### config.mk
export PLATFORM = sky130hd
export DESIGN_NAME = csm_mac
export DESIGN_NICKNAME = d
export VERILOG_FILES = /design/src/rtl/csm_pkg.sv /design/src/rtl/csm_mac.sv
export VERILOG_INCLUDE_DIRS = /design/src /design/src/rtl
export SDC_FILE = /design/constraint.sdc
export NUM_CORES = 2
export LEC_CHECK = 0
export BUFFER_PORTS_ARGS = -buffer_cell sky130_fd_sc_hd__buf_2
export CORE_MARGIN = 2
export CORE_UTILIZATION = 40
export DETAILED_ROUTE_END_ITERATION = 12
export HOLD_SLACK_MARGIN = 0.15
export SYNTH_ARGS = -nofsm -noshare
export SYNTH_HDL_FRONTEND = slang
export SYNTH_SLANG_ARGS = --single-unit
### constraint.sdc
create_clock -name clk -period 24.4 [get_ports clk]
set_input_delay 1.22 -clock clk [delete_from_list [all_inputs] [get_ports clk]]
set_output_delay 1.22 -clock clk [all_outputs]
set_load 0.005 [all_outputs]
### src/rtl/assert_macros.svh
// Assertion macros for the sparse matvec RTL.
// Expects clk and rst in the scope of each use.
`ifndef ASSERT_MACROS_SVH
`define ASSERT_MACROS_SVH

// Clocked property, disabled during reset.
`define CSM_ASSERT(lbl, prop, msg) \
  lbl: assert property (@(posedge clk) disable iff (rst) prop) else $error(msg);

// Antecedent in this cycle, consequent in the next.
`define CSM_ASSERT_NEXT(lbl, ante, cons, msg) \
  `CSM_ASSERT(lbl, (ante) |=> (cons), msg)

`endif

### src/rtl/csm_pkg.sv
// Package for the CSR sparse matvec core: field widths, item kinds,
// vector store sizing and the stage struct. No dependencies.
package csm_pkg;

  localparam int VECTOR_DEPTH = 1024;
  localparam int VEC_AW       = $clog2(VECTOR_DEPTH);
  localparam int INDEX_W      = 10;
  localparam int VALUE_W      = 32;
  localparam int ROW_W        = 16;
  localparam int PROD_W       = 2 * VALUE_W;

  typedef enum logic [1:0] {
    KIND_LOAD    = 2'd0,
    KIND_BEGIN   = 2'd1,
    KIND_NONZERO = 2'd2
  } csm_kind_t;

  typedef struct packed {
    logic                      valid;
    logic                      is_begin;
    logic                      last;
    logic                      in_range;
    logic signed [VALUE_W-1:0] value;
  } csm_item_t;

  function automatic logic [VEC_AW-1:0] vec_addr(input logic [INDEX_W-1:0] index);
    logic [31:0] wide;
    wide = 32'(index);
    return wide[VEC_AW-1:0];
  endfunction

  function automatic logic vec_in_range(input logic [INDEX_W-1:0] index);
    return 32'(index) < 32'(VECTOR_DEPTH);
  endfunction

endpackage

### src/rtl/csm_mac.sv
// Multiply stage, saturating accumulator, row counter and output register.
// Depends on csm_pkg and assert_macros.svh.
`include "assert_macros.svh"

module csm_mac import csm_pkg::*; (
  input  logic                     clk,
  input  logic                     rst,
  input  csm_item_t                s1,
  input  logic signed [VALUE_W-1:0] x_data,
  output logic                     en,
  output logic                     m_tvalid,
  input  logic                     m_tready,
  output logic [47:0]              m_tdata    // row_number[15:0], row_result[47:16]
);

  logic                      s2_valid;
  logic                      s2_is_begin;
  logic                      s2_last;
  logic signed [PROD_W-1:0]  prod;
  logic signed [PROD_W-1:0]  prod_next;
  logic signed [VALUE_W-1:0] x_eff;
  logic signed [VALUE_W-1:0] acc;
  logic signed [VALUE_W-1:0] acc_next;
  logic signed [PROD_W-16:0] sum;
  logic [ROW_W-1:0]          row_counter;
  logic                      emit;
  logic                      out_load;

  always_comb begin
    x_eff = s1.in_range ? x_data : '0;
    if (s1.is_begin) begin
      prod_next = PROD_W'(s1.value);
    end else begin
      prod_next = s1.value * x_eff;
    end
  end

  always_comb begin
    sum = (PROD_W-15)'(acc) + (PROD_W-15)'(prod >>> 16);
    if (s2_is_begin) begin
      acc_next = prod[VALUE_W-1:0];
    end else if (sum[PROD_W-16:VALUE_W-1] != '0 && sum[PROD_W-16:VALUE_W-1] != '1) begin
      acc_next = sum[PROD_W-16] ? {1'b1, {(VALUE_W-1){1'b0}}} : {1'b0, {(VALUE_W-1){1'b1}}};
    end else begin
      acc_next = sum[VALUE_W-1:0];
    end
  end

  assign emit     = s2_valid && s2_last;
  assign en       = !(emit && m_tvalid && !m_tready);
  assign out_load = en && emit;

  always_ff @(posedge clk) begin
    if (rst) begin
      s2_valid <= 1'b0;
    end else if (en) begin
      s2_valid <= s1.valid;
    end
  end

  always_ff @(posedge clk) begin
    if (en) begin
      s2_is_begin <= s1.is_begin;
      s2_last     <= s1.last;
      prod        <= prod_next;
    end
  end

  always_ff @(posedge clk) begin
    if (rst) begin
      acc         <= '0;
      row_counter <= '0;
      m_tvalid    <= 1'b0;
    end else begin
      if (en && s2_valid) begin
        acc <= acc_next;
      end
      if (out_load) begin
        row_counter <= row_counter + 16'd1;
        m_tvalid    <= 1'b1;
      end else if (m_tready) begin
        m_tvalid <= 1'b0;
      end
    end
  end

  always_ff @(posedge clk) begin
    if (out_load) begin
      m_tdata <= {acc_next, row_counter};
    end
  end

  `CSM_ASSERT_NEXT(row_step, out_load, row_counter == $past(row_counter) + 16'd1,
                   "row counter did not advance on result")
  `CSM_ASSERT_NEXT(emit_shown, out_load, m_tvalid && m_tdata[15:0] == $past(row_counter),
                   "result not presented with its row number")
  `CSM_ASSERT_NEXT(begin_load, en && s2_valid && s2_is_begin, acc == $past(prod[VALUE_W-1:0]),
                   "begin row did not load accumulator")

endmodule
; Yosys cells after proc, flatten, opt, wreduce, memory -nomap -nowiden
; Index checks and enable logic that the tools add are counted.
; Widths: inputs -> output; s select.
[word_totals]
ff_bits = 164
latchBits = 0
ram_bits = 0
mem_bits_ro = 0
out_inout_bits = 50
n_memories = 0
[classes]
addsub = 2
multipliers = 1
div = 0
order_cmp = 0
n_eq_ne = 1
shifts = 0
n_mux = 7
n_bitwise = 0
n_reduce_logical = 10
[op_table]
columns = op, n
row1 = $mux 32, 4
row2 = $mul 32x32->64, 1
row3 = $mux 64, 1
row4 = $add 32x48->49, 1
row5 = $ne 18x18->1 const B, 1
row6 = $reduce_bool 18->1, 1
row7 = $add 16x1->16 const B, 1
row8 = $logic_and 1x1->1, 6
row9 = $logic_not 1->1, 2
row10 = $mux 1, 2
row11 = $reduce_bool 2->1, 1

; Longest topological paths before layout
[logic_depth]
depth_word = 6
mapped_depth = 32
mapped_depth_nobuf = 28

; Worst setup path after synthesis
; No wires, ideal clock.
[synth_timing]
path_type = input port to flip-flop
start = input port s1[32] (netlist bit)
end = register prod[62], data pin
arrival_time_ns = 9.145
slack_ns = 14.984
path_stages = 30
n_path_buf = 5
cell_sequence = clkbuf_1 > clkbuf_1 > and2_1 > clkbuf_1 > clkbuf_1 > nand2_1 > fa_1 > inv_1 > fa_1 > fa_1 > inv_1 > fa_1 > inv_1 > fa_1 > fa_1 > fa_1 > fa_1 > ha_1 > clkbuf_1 > a21oi_1 > o21ai_0 > a21o_1 > a221o_1 > o21ai_0 > o211ai_1 > a21o_1 > a311o_1 > a311oi_1 > xor2_1 > o21ai_0
[synth_via]
elab_chain_cells = 3
[synth_lines]
columns = element, line_no
row1 = from (decl), csm_mac.sv:8  ; input csm_item_t s1,
row2 = $mux 32, csm_mac.sv:30  ; x_eff = s1.in_range ? x_data : '0;
row3 = $mul 32x32->64, csm_mac.sv:34  ; prod_next = s1.value * x_eff;
row4 = $mux 64, csm_mac.sv:31  ; if (s1.is_begin) begin
row5 = net prod_next[62], csm_mac.sv:20  ; logic signed [PROD_W-1:0] prod_next;
row6 = to (signal assigned), csm_mac.sv:65  ; prod <= prod_next;
row7 = to (decl), csm_mac.sv:19  ; logic signed [PROD_W-1:0] prod;
; The timed path passes the listed nets, and every way through them passes these cells.
; A chain may end at the register's enable or synchronous reset.

; Worst setup path after layout
[layout_timing]
start = input port s1[32] (netlist bit)
end = register prod[61], data pin
; The elaborated chain is that of the path after synthesis.

==> impl_metrics.py <==
metrics = {
    "run_status": {
        "status": "completed",
    },
    "setup_path": {
        "critPathSlowestCell": "and2_1",
        "worstPathRequired_ns": 24.58,
        "end_kind": "flip-flop",
        "critical-path-max-stage-delay_ns": 0.56,
        "critPathMaxFanout": 194,
        "cp_common_cell": "fa_1",
        "critPathKind": "primary input to flip-flop",
        "crit_arrival_ns": 10.61,
        "start_kind": "primary input",
    },
    "sta": {
        "rsz0062_at_grt": "false",
        "finalSetupViolCount": 0,
        "finalHoldViolations": 0,
        "worst_slew_pin_slew_ns": 1.11,
        "period_minus_slack_ns": 10.43,
        "fin_tns_setup_ns": 0,
        "clock_skew_ns": 0.0179,
        "period_share_pct": 42.8,
        "slew_headroom_pct": 26.2,
        "fmax_ghz": 0.0958,
        "slew_violations": 0,
    },
    "floorplan": {
        "die_w_um": 346,
        "dieArea_sq_um": 120000,
        "start_util_pct": 40.3,
        "core-area_sq_um": 116000,
        "rows": 125,
        "io_pins": 121,
        "fp.dieH_um": 346,
    },
    "layout": {
        "final_core_util_pct": 42.3,
        "final_cell_count_no_fill": 6466,
        "fillers": 11556,
        "drive_above_1_share_pct": 5.15,
        "areaGrowthSynthToFinish_pct": 4.87,
        "nets": 6310,
    },
    "drt": {
        "vias_per_cell": 5.60,
        "wirelength_mm": 148,
        "drt_iter0_drc": 3258,
        "ant_nets": 0,
        "wl_per_cell_um": 22.8,
        "drc": 0,
        "num_vias": 36202,
        "first_pass_iters": 6,
    },
    "global_routing": {
        "overflow": 0,
        "track_usage_pct": 25.3,
        "grt_max_degree": 195,
        "antenna_found_initial": 15,
        "grt_pass1_wl_mm": 233,
        "grt_pass1_vias": 38404,
    },
    "logic_synthesis": {
        "synth_most_common_cell": "fa_1",
        "synth.top_cells.by_count": "fa_1 (1083), inv_1 (969), nand2_1 (618)",
        "synth-compound-area-share_pct": 8.35,
        "synth_top_family_by_area": "adder cells",
        "postSynthCellCount": 5071,
        "yosys.area_share.simple_pct": 16.9,
        "ys_warn_count": 0,
        "synth-xor-area-share_pct": 1.95,
        "synth_edf_count": 114,
        "yosysUniqueCellTypes": 81,
        "synth_ff_type": "edfxtp_1",
        "synthArstFlopShare_pct": 0,
        "synth.avg_cell_area_sq_um": 9.23,
        "syn-num-nets": 6458,
        "synth_sequential_area_ratio_pct": 9.46,
        "yosys_register_bits": 164,
        "synthAdderAreaFrac_pct": 52.6,
        "yosys-top-cells-area": "fa_1 (46%), inv_1 (7.8%), edfxtp_1 (7.3%)",
        "syn_area_sq_um": 46800,
        "yosysTopAreaCell": "fa_1",
        "synth_top_area_share_pct": 46.3,
        "synthMuxAreaShare_pct": 0.230,
    },
    "clocking": {
        "clk_root_buffer_cell": "clkbuf_16",
        "cts.sinks": 164,
        "post_cts_buffers": 0,
        "h-tree-depth": 4,
        "cts_tree": "done",
        "postCtsHoldBufs": 0,
        "cts-resized-gates": 0,
        "insertion_delay_ns": 0.44,
        "cts_made_buffers": 17,
        "clk_pin_slew_ns": 0.08,
        "clk_path_buf_depth": 2,
    },
    "worst_hold_path": {
        "hp-class": "flip-flop to flip-flop",
    },
    "placed_design": {
        "port_buffers": 120,
        "gp_congestion": 0.914,
        "dp.cells": 6428,
        "hpwl_mm": 112,
    },
    "flow_run": {
        "drv_cap": 0,
    },
}
## cell families (layout without fill, tap and decap cells)
family	after synthesis	after routing
other cells	0	6
flops	164	164
fa+ha+maj	1316	1316
xor+xnor	104	104
mux	10	10
buf+inv	1307	1172
compound gates	587	587
simple gates	1583	1583
## sequential cells by signal (all words and copies together), names as in the netlist
signal and cells:
row_counter 16, s2_is_begin 1, s2_valid 1, m_tdata 48, m_tvalid 1, acc 32
prod 64, s2_last 1
## layout by cell type, fill, tap and decap left out, types with 19 or more instances in the layout
master	count
a21o_1	64
a21oi_1	142
a31oi_1	34
and2_1	41
and3_1	531
buf_2	119
buf_4	50
dfxtp_1	50
edfxtp_1	114
fa_1	1083
ha_1	233
inv_1	969
nand2_1	618
nand3_1	91
nand4_1	22
nor2_1	138
nor3_1	46
o211ai_1	19
o21a_1	20
o21ai_0	141
xnor2_1	63
xor2_1	41
## final cells by class
type / count / area [sq um] / share of cell area (%)
inverter: 969 / 3640 / 7.41
timing repair buffer: 171 / 1010 / 2.05
sequential: 164 / 4420 / 9.02
clock inverter: 15 / 199 / 0.405
antenna: 6 / 15.0 / 0.0306
clock buffer: 17 / 425 / 0.867
multi-input combinational: 3600 / 37500 / 76.3
tap: 1524 / 1910 / 3.89
## layer usage
metal	track usage, %	vias up	share of wire [%]
met4	8.52	4	4.0
li1	-	15718	-
met3	4.14	286	8.7
met2	40.3	1716	45
met5	0	-	0.014
met1	35.1	18478	42
## path summary, 6_finish.rpt
| path | from | end | slack (ns) | cells past startpoint |
|---|---|---|---|---|
| min | row_counter[15] | m_tdata[15] | 0.46 | 0 |
| max reg2reg | acc[31] | m_tdata[44] | 19.10 | 11 |
| min reg2reg | row_counter[15] | m_tdata[15] | 0.46 | 0 |
| max | s1[32] | prod[61] | 13.97 | 28 |
## per-stage QoR
stage | hold WS, ns | setup slack [ns] | instance area (sq um)
3_5_place_dp | 0.444 | 13.54 | 48400
2_1_floorplan | 0.428 | 14.98 | 46800
5_1_grt | 0.465 | 13.43 | 49100
6_report | 0.463 | 13.97 | 49100
4_1_cts | 0.463 | 14.02 | 49100
3_3_place_gp | 0.438 | 13.70 | 48400
## critical path, delay by kind of cell
kind | cells | cell delay, ns
adders and majority gates | 9 | 4.12
AOI/OAI and AO/OA | 8 | 1.76
buffers and inverters | 7 | 1.84
and+or+nand+nor | 4 | 1.49
Power is not shown: default switching activity piles up to over one toggle a cycle in this logic, so the estimate is an artifact.
